### src/rtl/drt_pkg.sv
// ----------------------------------------------------------------------------
// drt_pkg: shared definitions for the delimited record tokenizer
// Kind and status codes, register indexes, reset values and character codes.
// ----------------------------------------------------------------------------
package drt_pkg;

  localparam int POSITION_BITS_DEF = 32;

  localparam int CFG_INDEX_BITS = 2;
  localparam int CFG_DATA_BITS  = 16;

  typedef enum logic [CFG_INDEX_BITS-1:0] {
    CFG_DELIMITER_CHAR   = 2'd0,
    CFG_CRLF_MODE        = 2'd1,
    CFG_EXPECTED_COLUMNS = 2'd2,
    CFG_HEADER_ROWS      = 2'd3
  } cfg_index_t;

  typedef enum logic [2:0] {
    KIND_STATUS     = 3'd0,
    KIND_RECORD     = 3'd1,
    KIND_HEADER     = 3'd2,
    KIND_FIELD      = 3'd3,
    KIND_DELIMITER  = 3'd4,
    KIND_TERMINATOR = 3'd5
  } kind_t;

  typedef enum logic [1:0] {
    ST_OK           = 2'd0,
    ST_BAD_TERM     = 2'd1,
    ST_COL_MISMATCH = 2'd2,
    ST_UNTERMINATED = 2'd3
  } status_t;

  localparam logic [6:0]  DELIMITER_RESET = 7'd44;
  localparam logic [15:0] COLUMNS_RESET   = 16'd1;

  localparam logic [7:0] CHAR_LF = 8'h0A;
  localparam logic [7:0] CHAR_CR = 8'h0D;

  localparam int COL_BITS = 17;

endpackage

### src/rtl/drt_byte_if.sv
// ----------------------------------------------------------------------------
// drt_byte_if: text byte channel
// One byte of the span with its position and an end-of-span mark.
// ----------------------------------------------------------------------------
interface drt_byte_if #(
  parameter int POSITION_BITS = 32
);
  logic                     valid;
  logic                     ready;
  logic [7:0]               data_byte;
  logic [POSITION_BITS-1:0] byte_position;
  logic                     span_last;

  modport source (output valid, output data_byte, output byte_position,
                  output span_last, input ready);
  modport sink   (input valid, input data_byte, input byte_position,
                  input span_last, output ready);
endinterface

### src/rtl/drt_token_if.sv
// ----------------------------------------------------------------------------
// drt_token_if: token channel
// One reported span or status item.
// ----------------------------------------------------------------------------
interface drt_token_if #(
  parameter int POSITION_BITS = 32
);
  logic                     valid;
  logic                     ready;
  logic [2:0]               kind_code;
  logic [POSITION_BITS-1:0] span_start;
  logic [POSITION_BITS-1:0] span_end;
  logic [1:0]               status;
  logic                     run_last;
  logic                     span_done;

  modport source (output valid, output kind_code, output span_start,
                  output span_end, output status, output run_last,
                  output span_done, input ready);
  modport sink   (input valid, input kind_code, input span_start,
                  input span_end, input status, input run_last,
                  input span_done, output ready);
endinterface

### src/rtl/drt_cfg_if.sv
// ----------------------------------------------------------------------------
// drt_cfg_if: configuration write channel
// Register index and write data.
// ----------------------------------------------------------------------------
interface drt_cfg_if
  import drt_pkg::*;
();
  logic                      valid;
  logic                      ready;
  logic [CFG_INDEX_BITS-1:0] reg_index;
  logic [CFG_DATA_BITS-1:0]  wr_data;

  modport source (output valid, output reg_index, output wr_data, input ready);
  modport sink   (input valid, input reg_index, input wr_data, output ready);
endinterface

### src/rtl/delimited_record_tokenizer.sv
// ----------------------------------------------------------------------------
// delimited_record_tokenizer: delimited text field splitter
// Splits a byte stream into field, delimiter, record, header and terminator spans,
// checking terminators and column counts per line.
// ----------------------------------------------------------------------------
//  channel  dir  payload
//  bytes    in   data_byte, byte_position, span_last
//  tokens   out  kind_code, span_start, span_end, status, run_last, span_done
//  cfg      in   reg_index, wr_data (always ready)
//
// A byte is taken on a valid-ready handshake; the tokenizer state updates at that edge.
// A byte gives zero to three items, driven one per cycle while tokens.ready is high, from a group register.
// A second group slot takes the next byte while the current group drains.
// Throughput: one byte per cycle while each byte yields at most one item and tokens.ready stays high.
// rst is synchronous and restores register defaults and the per-span state, and empties both group slots.
// ----------------------------------------------------------------------------
module delimited_record_tokenizer
  import drt_pkg::*;
#(
  parameter int POSITION_BITS = POSITION_BITS_DEF
) (
  input  logic           clk,
  input  logic           rst,
  drt_byte_if.sink       bytes,
  drt_token_if.source    tokens,
  drt_cfg_if.sink        cfg
);

  localparam int PW = POSITION_BITS;

  typedef struct packed {
    kind_t         kind;
    logic [PW-1:0] start;
    logic [PW-1:0] stop;
    status_t       status;
  } res_t;

  typedef struct packed {
    res_t [2:0]  res;
    logic [1:0]  last_idx;
    logic        done;
  } grp_t;

  logic [6:0]  delimiter_char;
  logic        crlf_mode;
  logic [15:0] expected_columns;
  logic        header_rows;

  logic [PW-1:0]       line_begin_pos, line_begin_pos_next;
  logic [PW-1:0]       field_begin_pos, field_begin_pos_next;
  logic [COL_BITS-1:0] columns_seen, columns_seen_next;
  logic                previous_was_cr, previous_was_cr_next;
  logic                at_line_begin, at_line_begin_next;
  logic                first_row_pending, first_row_pending_next;
  logic                aborted, aborted_next;

  grp_t       gen;
  logic [2:0] gen_cnt;
  logic       abort_now, end_now;

  logic [PW-1:0]       pos, pos_inc, lb, fb, cend;
  logic [COL_BITS-1:0] cols_inc;
  logic                bad_term;

  grp_t       head, tail;
  logic       head_valid, tail_valid;
  logic [1:0] head_idx;
  logic       head_step, head_done, accept, push;

  // configuration
  assign cfg.ready = 1'b1;

  always_ff @(posedge clk) begin
    if (rst) begin
      delimiter_char   <= DELIMITER_RESET;
      crlf_mode        <= 1'b0;
      expected_columns <= COLUMNS_RESET;
      header_rows      <= 1'b0;
    end else if (cfg.valid) begin
      unique case (cfg_index_t'(cfg.reg_index))
        CFG_DELIMITER_CHAR:   delimiter_char   <= cfg.wr_data[6:0];
        CFG_CRLF_MODE:        crlf_mode        <= cfg.wr_data[0];
        CFG_EXPECTED_COLUMNS: expected_columns <= cfg.wr_data;
        CFG_HEADER_ROWS:      header_rows      <= cfg.wr_data[0];
      endcase
    end
  end

  // per-byte decode
  assign pos      = bytes.byte_position;
  assign pos_inc  = pos + PW'(1);
  assign lb       = at_line_begin ? pos : line_begin_pos;
  assign fb       = at_line_begin ? pos : field_begin_pos;
  assign cend     = crlf_mode ? pos - PW'(1) : pos;
  assign cols_inc = (&columns_seen) ? columns_seen : columns_seen + COL_BITS'(1);
  assign bad_term = crlf_mode ? !previous_was_cr : previous_was_cr;

  always_comb begin
    gen                    = '0;
    gen_cnt                = 3'd0;
    abort_now              = 1'b0;
    end_now                = 1'b0;
    line_begin_pos_next    = lb;
    field_begin_pos_next   = fb;
    columns_seen_next      = columns_seen;
    previous_was_cr_next   = previous_was_cr;
    at_line_begin_next     = 1'b0;
    first_row_pending_next = first_row_pending;
    aborted_next           = aborted;

    if (aborted) begin
      line_begin_pos_next  = line_begin_pos;
      field_begin_pos_next = field_begin_pos;
      at_line_begin_next   = at_line_begin;
    end else if (bytes.data_byte == CHAR_LF) begin
      if (bad_term) begin
        gen.res[gen_cnt[1:0]] = '{KIND_STATUS, '0, '0, ST_BAD_TERM};
        gen_cnt   = gen_cnt + 3'd1;
        abort_now = 1'b1;
      end else begin
        if (cend > fb) begin
          gen.res[gen_cnt[1:0]] = '{KIND_FIELD, fb, cend, ST_OK};
          gen_cnt = gen_cnt + 3'd1;
        end
        columns_seen_next = cols_inc;
        if (cend > lb) begin
          gen.res[gen_cnt[1:0]] = '{(first_row_pending && header_rows) ?
                                    KIND_HEADER : KIND_RECORD, lb, cend, ST_OK};
          gen_cnt = gen_cnt + 3'd1;
        end
        if (cols_inc != {1'b0, expected_columns}) begin
          gen.res[gen_cnt[1:0]] = '{KIND_STATUS, '0, '0, ST_COL_MISMATCH};
          gen_cnt   = gen_cnt + 3'd1;
          abort_now = 1'b1;
        end else begin
          gen.res[gen_cnt[1:0]] = '{KIND_TERMINATOR, cend, pos_inc, ST_OK};
          gen_cnt                = gen_cnt + 3'd1;
          columns_seen_next      = '0;
          previous_was_cr_next   = 1'b0;
          at_line_begin_next     = 1'b1;
          first_row_pending_next = 1'b0;
          end_now                = bytes.span_last;
        end
      end
    end else if (bytes.span_last) begin
      gen.res[gen_cnt[1:0]] = '{KIND_STATUS, '0, '0, ST_UNTERMINATED};
      gen_cnt   = gen_cnt + 3'd1;
      abort_now = 1'b1;
    end else begin
      if (bytes.data_byte == {1'b0, delimiter_char}) begin
        if (pos > fb) begin
          gen.res[gen_cnt[1:0]] = '{KIND_FIELD, fb, pos, ST_OK};
          gen_cnt = gen_cnt + 3'd1;
        end
        columns_seen_next     = cols_inc;
        gen.res[gen_cnt[1:0]] = '{KIND_DELIMITER, pos, pos_inc, ST_OK};
        gen_cnt               = gen_cnt + 3'd1;
        field_begin_pos_next  = pos_inc;
      end
      previous_was_cr_next = (bytes.data_byte == CHAR_CR);
    end

    if (abort_now) aborted_next = 1'b1;

    gen.last_idx = gen_cnt[1:0] - 2'd1;
    gen.done     = abort_now || end_now;

    if (end_now || (bytes.span_last && (aborted || abort_now))) begin
      columns_seen_next      = '0;
      previous_was_cr_next   = 1'b0;
      at_line_begin_next     = 1'b1;
      first_row_pending_next = 1'b1;
      aborted_next           = 1'b0;
    end
  end

  assign bytes.ready = !tail_valid;
  assign accept      = bytes.valid && bytes.ready;
  assign push        = accept && (gen_cnt != 3'd0);

  always_ff @(posedge clk) begin
    if (rst) begin
      line_begin_pos    <= '0;
      field_begin_pos   <= '0;
      columns_seen      <= '0;
      previous_was_cr   <= 1'b0;
      at_line_begin     <= 1'b1;
      first_row_pending <= 1'b1;
      aborted           <= 1'b0;
    end else if (accept) begin
      line_begin_pos    <= line_begin_pos_next;
      field_begin_pos   <= field_begin_pos_next;
      columns_seen      <= columns_seen_next;
      previous_was_cr   <= previous_was_cr_next;
      at_line_begin     <= at_line_begin_next;
      first_row_pending <= first_row_pending_next;
      aborted           <= aborted_next;
    end
  end

  // result groups: head drains one item per cycle while tokens.ready is high, tail holds the next group
  assign head_step = head_valid && tokens.ready;
  assign head_done = head_step && (head_idx == head.last_idx);

  always_ff @(posedge clk) begin
    if (rst) begin
      head_valid <= 1'b0;
      tail_valid <= 1'b0;
      head_idx   <= '0;
    end else if (head_done || !head_valid) begin
      head_idx <= '0;
      if (tail_valid) begin
        head_valid <= 1'b1;
        tail_valid <= 1'b0;
      end else begin
        head_valid <= push;
      end
    end else begin
      if (head_step) head_idx <= head_idx + 2'd1;
      if (push) tail_valid <= 1'b1;
    end
  end

  always_ff @(posedge clk) begin
    if (head_done || !head_valid) begin
      if (tail_valid) head <= tail;
      else if (push) head <= gen;
    end else if (push) begin
      tail <= gen;
    end
  end

  assign tokens.valid      = head_valid;
  assign tokens.kind_code  = head.res[head_idx].kind;
  assign tokens.span_start = head.res[head_idx].start;
  assign tokens.span_end   = head.res[head_idx].stop;
  assign tokens.status     = head.res[head_idx].status;
  assign tokens.run_last   = (head_idx == head.last_idx);
  assign tokens.span_done  = head.done && (head_idx == head.last_idx);

  a_tail_needs_head: assert property (@(posedge clk) disable iff (rst)
    tail_valid |-> head_valid)
    else $error("tail group held with empty head");

  a_idx_in_group: assert property (@(posedge clk) disable iff (rst)
    head_valid |-> head_idx <= head.last_idx)
    else $error("item index beyond group");

  a_span_restart: assert property (@(posedge clk) disable iff (rst)
    accept && bytes.span_last |=> at_line_begin && first_row_pending && !aborted &&
      columns_seen == '0)
    else $error("span state not restored after last byte");

  a_status_only: assert property (@(posedge clk) disable iff (rst)
    tokens.valid && tokens.status != ST_OK |->
      tokens.kind_code == KIND_STATUS && tokens.run_last && tokens.span_done)
    else $error("error item not a closing status item");

  a_done_last: assert property (@(posedge clk) disable iff (rst)
    tokens.valid && tokens.span_done |-> tokens.run_last)
    else $error("span done on an inner item");

endmodule
### src/flat_wrapper.sv
// flat-port wrapper written by rule: the top's interface ports become plain ports
module delimited_record_tokenizer_flat import drt_pkg::*;
#(
  parameter int POSITION_BITS = POSITION_BITS_DEF
)
  (clk, rst, bytes_valid, bytes_data_byte, bytes_byte_position, bytes_span_last, bytes_ready, tokens_valid, tokens_kind_code, tokens_span_start, tokens_span_end, tokens_status, tokens_run_last, tokens_span_done, tokens_ready, cfg_valid, cfg_reg_index, cfg_wr_data, cfg_ready);
  drt_byte_if #(.POSITION_BITS(POSITION_BITS)) bytes_i ();
  drt_token_if #(.POSITION_BITS(POSITION_BITS)) tokens_i ();
  drt_cfg_if cfg_i ();
  input  logic clk;
  input  logic rst;
  input wire logic [$bits(bytes_i.valid)-1:0] bytes_valid;
  input wire logic [$bits(bytes_i.data_byte)-1:0] bytes_data_byte;
  input wire logic [$bits(bytes_i.byte_position)-1:0] bytes_byte_position;
  input wire logic [$bits(bytes_i.span_last)-1:0] bytes_span_last;
  output wire logic [$bits(bytes_i.ready)-1:0] bytes_ready;
  output wire logic [$bits(tokens_i.valid)-1:0] tokens_valid;
  output wire logic [$bits(tokens_i.kind_code)-1:0] tokens_kind_code;
  output wire logic [$bits(tokens_i.span_start)-1:0] tokens_span_start;
  output wire logic [$bits(tokens_i.span_end)-1:0] tokens_span_end;
  output wire logic [$bits(tokens_i.status)-1:0] tokens_status;
  output wire logic [$bits(tokens_i.run_last)-1:0] tokens_run_last;
  output wire logic [$bits(tokens_i.span_done)-1:0] tokens_span_done;
  input wire logic [$bits(tokens_i.ready)-1:0] tokens_ready;
  input wire logic [$bits(cfg_i.valid)-1:0] cfg_valid;
  input wire logic [$bits(cfg_i.reg_index)-1:0] cfg_reg_index;
  input wire logic [$bits(cfg_i.wr_data)-1:0] cfg_wr_data;
  output wire logic [$bits(cfg_i.ready)-1:0] cfg_ready;
  assign bytes_i.valid = bytes_valid;
  assign bytes_i.data_byte = bytes_data_byte;
  assign bytes_i.byte_position = bytes_byte_position;
  assign bytes_i.span_last = bytes_span_last;
  assign bytes_ready = bytes_i.ready;
  assign tokens_valid = tokens_i.valid;
  assign tokens_kind_code = tokens_i.kind_code;
  assign tokens_span_start = tokens_i.span_start;
  assign tokens_span_end = tokens_i.span_end;
  assign tokens_status = tokens_i.status;
  assign tokens_run_last = tokens_i.run_last;
  assign tokens_span_done = tokens_i.span_done;
  assign tokens_i.ready = tokens_ready;
  assign cfg_i.valid = cfg_valid;
  assign cfg_i.reg_index = cfg_reg_index;
  assign cfg_i.wr_data = cfg_wr_data;
  assign cfg_ready = cfg_i.ready;
  delimited_record_tokenizer #(.POSITION_BITS(POSITION_BITS)) u_core (.clk(clk), .rst(rst), .bytes(bytes_i), .tokens(tokens_i), .cfg(cfg_i));
endmodule
### config.mk
export PLATFORM = sky130hd
export DESIGN_NAME = delimited_record_tokenizer_flat
export DESIGN_NICKNAME = d
export VERILOG_FILES = /design/src/rtl/drt_pkg.sv /design/src/rtl/drt_byte_if.sv /design/src/rtl/drt_token_if.sv /design/src/rtl/drt_cfg_if.sv /design/src/rtl/delimited_record_tokenizer.sv /design/src/flat_wrapper.sv
export SDC_FILE = /design/constraint.sdc
export NUM_CORES = 1
export LEC_CHECK = 0
export BUFFER_PORTS_ARGS = -buffer_cell sky130_fd_sc_hd__buf_2
export CAP_MARGIN = 20
export CORE_ASPECT_RATIO = 0.5
export CORE_MARGIN = 10
export CORE_UTILIZATION = 42
export DETAILED_ROUTE_END_ITERATION = 16
export PLACE_DENSITY = 0.59
export SLEW_MARGIN = 10
export SYNTH_ARGS = -nofsm -noshare
export SYNTH_HDL_FRONTEND = slang
export SYNTH_SLANG_ARGS = --single-unit
### constraint.sdc
create_clock -name clk -period 38.3 [get_ports clk]
set_input_delay 3.83 -clock clk [delete_from_list [all_inputs] [get_ports clk]]
set_output_delay 3.83 -clock clk [all_outputs]
set_load 0.01 [all_outputs]
==> results of run 1 <==
-- flip-flops by register name, summed over array words and instances, names as in the netlist, 2 cells and up --
name                     flops
u_core.head                206
u_core.tail                206
u_core.field_begin_pos      32
u_core.line_begin_pos       32
u_core.columns_seen         17
u_core.expected_columns     16
u_core.delimiter_char        7
u_core.head_idx              2
-- per-stage QoR --
| stage | utilization (%) | instances | hold WS, ps |
|---|---|---|---|
| after floorplan | - | 3139 | 431 |
| after global placement | 44.5 | 4032 | 437 |
| after detailed placement | 44.5 | 4032 | 442 |
| after CTS | 47.1 | 4128 | 451 |
| after global routing | 47.2 | 4137 | 467 |
| final | 47.2 | 4139 | 449 |
-- Yosys cell counts (26+ instances only) --
cell type / number / area (um^2)
nand2_1: 440 / 1650
edfxtp_1: 412 / 12400
nor2_1: 259 / 972
clkbuf_1: 188 / 706
a21oi_1: 174 / 871
o21ai_0: 153 / 766
mux2i_1: 140 / 1400
dfxtp_1: 114 / 2280
nand3_1: 112 / 561
inv_1: 108 / 405
ha_1: 104 / 1300
o31ai_1: 52 / 390
a211oi_1: 47 / 353
nor3_1: 46 / 230
nand4_1: 43 / 269
o22ai_1: 42 / 263
xnor2_1: 42 / 368
o211ai_1: 41 / 308
mux2_2: 39 / 439
xor2_1: 39 / 342
o31ai_2: 37 / 463
a22oi_1: 36 / 270
a31oi_1: 31 / 194
buf_2: 30 / 150
and3_1: 28 / 175
o221ai_1: 28 / 245
nor4_1: 27 / 169
a222oi_1: 26 / 260
-- final cells by class --
class	count	area, um^2	area share (%)
multi-input cells	2247	14400	42.7
clock inverters	31	415	1.23
flip-flops and latches	526	14700	43.5
repair buffers	195	1170	3.48
inverters	112	423	1.25
diodes	5	12.5	0.0371
well taps	958	1200	3.55
clock buffers	65	1420	4.21
-- metal layers --
layer	wire [um]	part of all wire [%]
met5	0	0
met1	51100	45
met4	2140	1.9
met3	13900	12
met2	45700	41
-- cell usage in the layout (no fill, tap or decap), drive strengths merged, types with 49 or more instances in the layout --
master / instances
edfxtp: 412
nor3: 49
buf: 191
dfxtp: 114
o31ai: 89
a21oi: 174
nand3: 113
ha: 104
nor2: 260
clkbuf: 69
inv: 114
nand2: 440
o21ai: 164
mux2i: 140
-- final timing paths --
kind                              start                          to  slack, ps  cells past startpoint
max              bytes_byte_position[0]             u_core.tail[52]      25710                     25
max reg2reg            u_core.crlf_mode             u_core.tail[52]      28980                     23
min reg2reg  u_core.field_begin_pos[16]  u_core.field_begin_pos[16]        450                      2
min          u_core.field_begin_pos[16]  u_core.field_begin_pos[16]        450                      2
-- worst min-delay path, delay by kind of cell, from the launching register on --
kind             cells  cell delay, ps
AO/OA/AOI/OAI        1              50
flip-flops           1             310
AND/OR/NAND/NOR      1              50
-- power groups by stage --
| stage | clock (mW) | sequential, mW | combinational, mW |
|---|---|---|---|
| floorplan | 0 | 0.664 | 0.116 |
| global placement | 0 | 0.659 | 0.177 |
| detailed placement | 0 | 0.660 | 0.179 |
| CTS | 0.573 | 0.647 | 0.180 |
| global route | 0.594 | 0.649 | 0.199 |
| finish | 0.567 | 0.647 | 0.185 |
-- cell families after synthesis --
family	count (synthesis)	share of synthesized area (%)
AND/OR/NAND/NOR	1093	16.5
AO/OA/AOI/OAI	788	17.8
flip-flops	526	48.2
buffers and inverters	366	4.84
multiplexers	180	6.09
adder cells (fa/ha/maj)	104	4.28
XOR/XNOR	81	2.33
other	1	0.0123
==> results.toml, run 1 <==
[timing]
setup_viol = 0
fin_crit_sh_pct = 32.9
hold_violations = 0
finClkSkew_ps = 46.4
rsz0062_at_grt = "no"
worst_pin_slew_ps = 1260
fin_crit_ps = 12590
fmax_mhz = 79.4
slew_viol_final = 0
fin_ws_ps = 25710
slew_headroom_pct = 16.2
finalSetupTns_ps = 0

[power]
pwr-share-comb_pct = 13.2
seqPwrFrac_pct = 46.2
switching_power_mw = 0.385
p_leak_nw = 11.9
p_clk_share_pct = 40.5
power_mw = 1.40
powerDensity_mw_per_mm2 = 41.5
p_int_mw = 1.01
irDropWorstVdd_v = 0.0000343
p_sw_share_pct = 27.5

[clock_network]
insertion_delay_ps = 650
clock_path_buffers = 3
cts_hold_buf = 0
clock-sinks = 526
clkTransAtPathRegs_ps = 70
cts_resized = 0
cts_root_buf = "clkbuf_16"
cts_tree = "built"
htreeDepth = 2
cts_setup_buffers = 0
numCtsBuffers = 52

[yosys]
netlist_instances = 3139
seq_area_frac_synth_pct = 48.2
synth_edf_count = 412
synth.distinct_cells = 86
ys_warn_count = 0
syn_avg_cell_area_um2 = 9.69
synthArstFlopShare_pct = 0
synth-seq-cells = 526
synth_flop_cell = "edfxtp_1"
synth_nets = 3307
synth_area_mm2 = 0.0304

[setup_path]
slowest_delay_ps = 1030
critPathRequiredTime_ps = 38700
crit_buf_inv = 6
startpoint_type = "primary input"
cp_slowest_cell = "a21oi_1"
crit_family = "simple AND/OR/NAND/NOR gates"
endpoint_kind = "register"
crit_arrival_ps = 12990
critical_path_class = "primary input to register"
critPathMaxFanout = 28

[routing]
drcViolationCount = 0
postRouteAntennaNets = 0
vias_per_cell = 6.30
wirelength_um = 113000
drt_first_pass_iters = 7
drtIter0Drc = 3803
wl_per_cell_um = 27.2
vias = 26100

[final_layout]
nets = 3302
drive_gt1_share_pct = 13.1
area_growth_pct = 10.8
fin_area_mm2 = 0.0337
fillers = 6635

[global_route]
grt_max_degree = 181
grt_pass1_wl_um = 166000
grt-ovfl-total = 0
met1_usage_pct = 38.3
grt_pass1_vias = 24300
grt_usage_pct = 25.6
busiest_layer = "met1"
antenna_found_initial = 8
grtUsageMet2_pct = 35.9
gr-usage-met3_pct = 7.18

[floorplan]
core_area_mm2 = 0.0714
rows = 69
die_area_mm2 = 0.0843
die_w_um = 401
initial_core_util_pct = 42.6
die_h_um = 210
io-pin-count = 138

[status]
status = "finished clean"

[place]
place_ws_ps = 25500
gp_congestion = 0.963
portBuffers = 136
hpwlAfterDp_um = 74700
placed_area_mm2 = 0.0318

[job]
drv_cap = 0

[worst_hold_path]
hold_path.class = "register to register"
(Power assumes the default switching activity.)
==> run 2, diff against run 1 <==
PLACE_DENSITY = 0.61   (was 0.59)
clock period = 11 ns   (was 38.3 ns; I/O delays follow)
==> results.toml, run 2 (synthesis gave the netlist of run 1 again) <==
[status]
status = "finished clean"

[clock_network]
numCtsBuffers = 51
cts_hold_buf = 0
clkTransAtPathRegs_ps = 80
cts_tree = "built"
cts_root_buf = "clkbuf_16"
htreeDepth = 2
clock_path_buffers = 3
cts_setup_buffers = 0
clock-sinks = 526
cts_resized = 0
insertion_delay_ps = 650

[final_layout]
area_growth_pct = 11.5
layout_commonest_cell = "nand2_1"
drive_gt1_share_pct = 13.8
post-route-util_pct = 47.5
final_cell_mix = "nand2_1, edfxtp_1, nor2_1"
nets = 3297
fillers = 6688
reg.largest.list = "u_core.head (206), u_core.tail (206)"

[global_route]
grt_pass1_wl_um = 163000
grt_pass1_vias = 24200
grt-ovfl-total = 0
grt_max_degree = 103
antenna_found_initial = 10
grt_usage_pct = 25.2

[setup_path]
startpoint_type = "primary input"
crit_arrival_ps = 9340
rr_startpoint = "u_core.crlf_mode"
critPathRequiredTime_ps = 11400
crit_start = "bytes_byte_position[0]"
r2r_end = "u_core.tail[52]"
rrSetupSlack_ps = 2550
cp-endpoint = "u_core.tail[52]"
endpoint_kind = "register"
reg2reg_depth = 21
critical_path_class = "primary input to register"
critPathMaxFanout = 28

[place]
hpwlAfterDp_um = 74100
gp_congestion = 0.941
portBuffers = 136

[timing]
finalSetupTns_ps = 0
hold_violations = 0
fmax_mhz = 112
worst_pin_slew_ps = 1240
slew_headroom_pct = 17.4
slew_viol_final = 0
fin_crit_ps = 8940
finClkSkew_ps = 42.7
rsz0062_at_grt = "no"
fin_crit_sh_pct = 81.3
setup_viol = 0

[routing]
vias_per_cell = 6.31
vias = 26100
wirelength_um = 111000
postRouteAntennaNets = 0
drt_first_pass_iters = 6
drtIter0Drc = 3942
wl_per_cell_um = 26.9
drcViolationCount = 0

[floorplan]
io-pin-count = 138
die_h_um = 210
die_w_um = 401
core_area_mm2 = 0.0714
rows = 69
initial_core_util_pct = 42.6
die_area_mm2 = 0.0843

[power]
p_clk_share_pct = 40.8
seqPwrFrac_pct = 45.9
irDropWorstVdd_v = 0.0000984
switching_power_mw = 1.34
pwr-share-comb_pct = 13.3
powerDensity_mw_per_mm2 = 145
p_int_mw = 3.58
p_sw_share_pct = 27.2
p_leak_nw = 11.9

[worst_hold_path]
hold_path.class = "register to register"
min-delay-start = "u_core.field_begin_pos[20]"

[job]
drv_cap = 0
-- run 2: worst max-delay path: stages --
cell,delay (ps)
buf_2,210
inv_1,240
ha_1,200
and2_1,190
nand3_1,100
buf_4,220
nor3_2,270
nand2_1,110
xor2_1,740
inv_1,200
ha_1,260
a211oi_1,230
o21bai_1,140
a2111oi_1,520
o22ai_1,200
nand2_2,620
nand2_4,180
inv_2,620
ha_1,740
nor2_1,260
o31a_1,410
a21oi_1,870
o221ai_1,310
or2_2,350
-- run 2: routing by layer --
metal,share of wire (%),vias to the layer above,global-route usage [%]
met5,0.024,-,0
met4,2.0,4,5.74
met3,13,173,6.65
met2,40,1641,34.8
met1,45,12700,38.4
li1,-,11600,-
-- run 2: per-stage QoR --
stage / instance area [um^2] / hold slack [ps] / worst slack [ps] / power (mW) / instances
final: 33900 / 452 / 2060 / 4.91 / 4132
after global routing: 33900 / 470 / 1790 / 5.07 / 4132
after CTS: 33900 / 452 / 2440 / 4.91 / 4126
after detailed placement: 32000 / 443 / 1780 / 2.93 / 4031
after global placement: 32000 / 438 / 1970 / 2.92 / 4029
after floorplan: 30700 / 431 / 5.73 / 2.71 / 3139
-- run 2: layout make-up --
type / instances / area [um^2] / share of cell area [%]
Antenna cell: 3 / 7.51 / 0.0221
Multi-Input combinational cell: 2247 / 14600 / 43.1
Inverter: 112 / 423 / 1.25
Tap cell: 958 / 1200 / 3.53
Clock buffer: 70 / 1430 / 4.21
Timing Repair Buffer: 191 / 1170 / 3.45
Clock inverter: 25 / 423 / 1.25
Sequential cell: 526 / 14700 / 43.2
-- run 2: how the worst min path moves through the flow --
| stage | slack [ps] | cells after the start | end |
|---|---|---|---|
| floorplan | 430 | 2 | u_core.field_begin_pos[10] |
| global placement | 440 | 2 | u_core.field_begin_pos[14] |
| detailed placement | 440 | 2 | u_core.field_begin_pos[14] |
| CTS | 450 | 2 | u_core.field_begin_pos[14] |
| global route | 470 | 2 | u_core.field_begin_pos[14] |
| finish | 450 | 2 | u_core.field_begin_pos[20] |
-- run 2: power groups by stage --
stage,logic [mW],clock network (mW),registers [mW]
finish,0.656,2.00,2.25
detailed placement,0.634,0,2.30
CTS,0.637,2.02,2.25
floorplan,0.417,0,2.29
global route,0.706,2.10,2.26
global placement,0.628,0,2.29
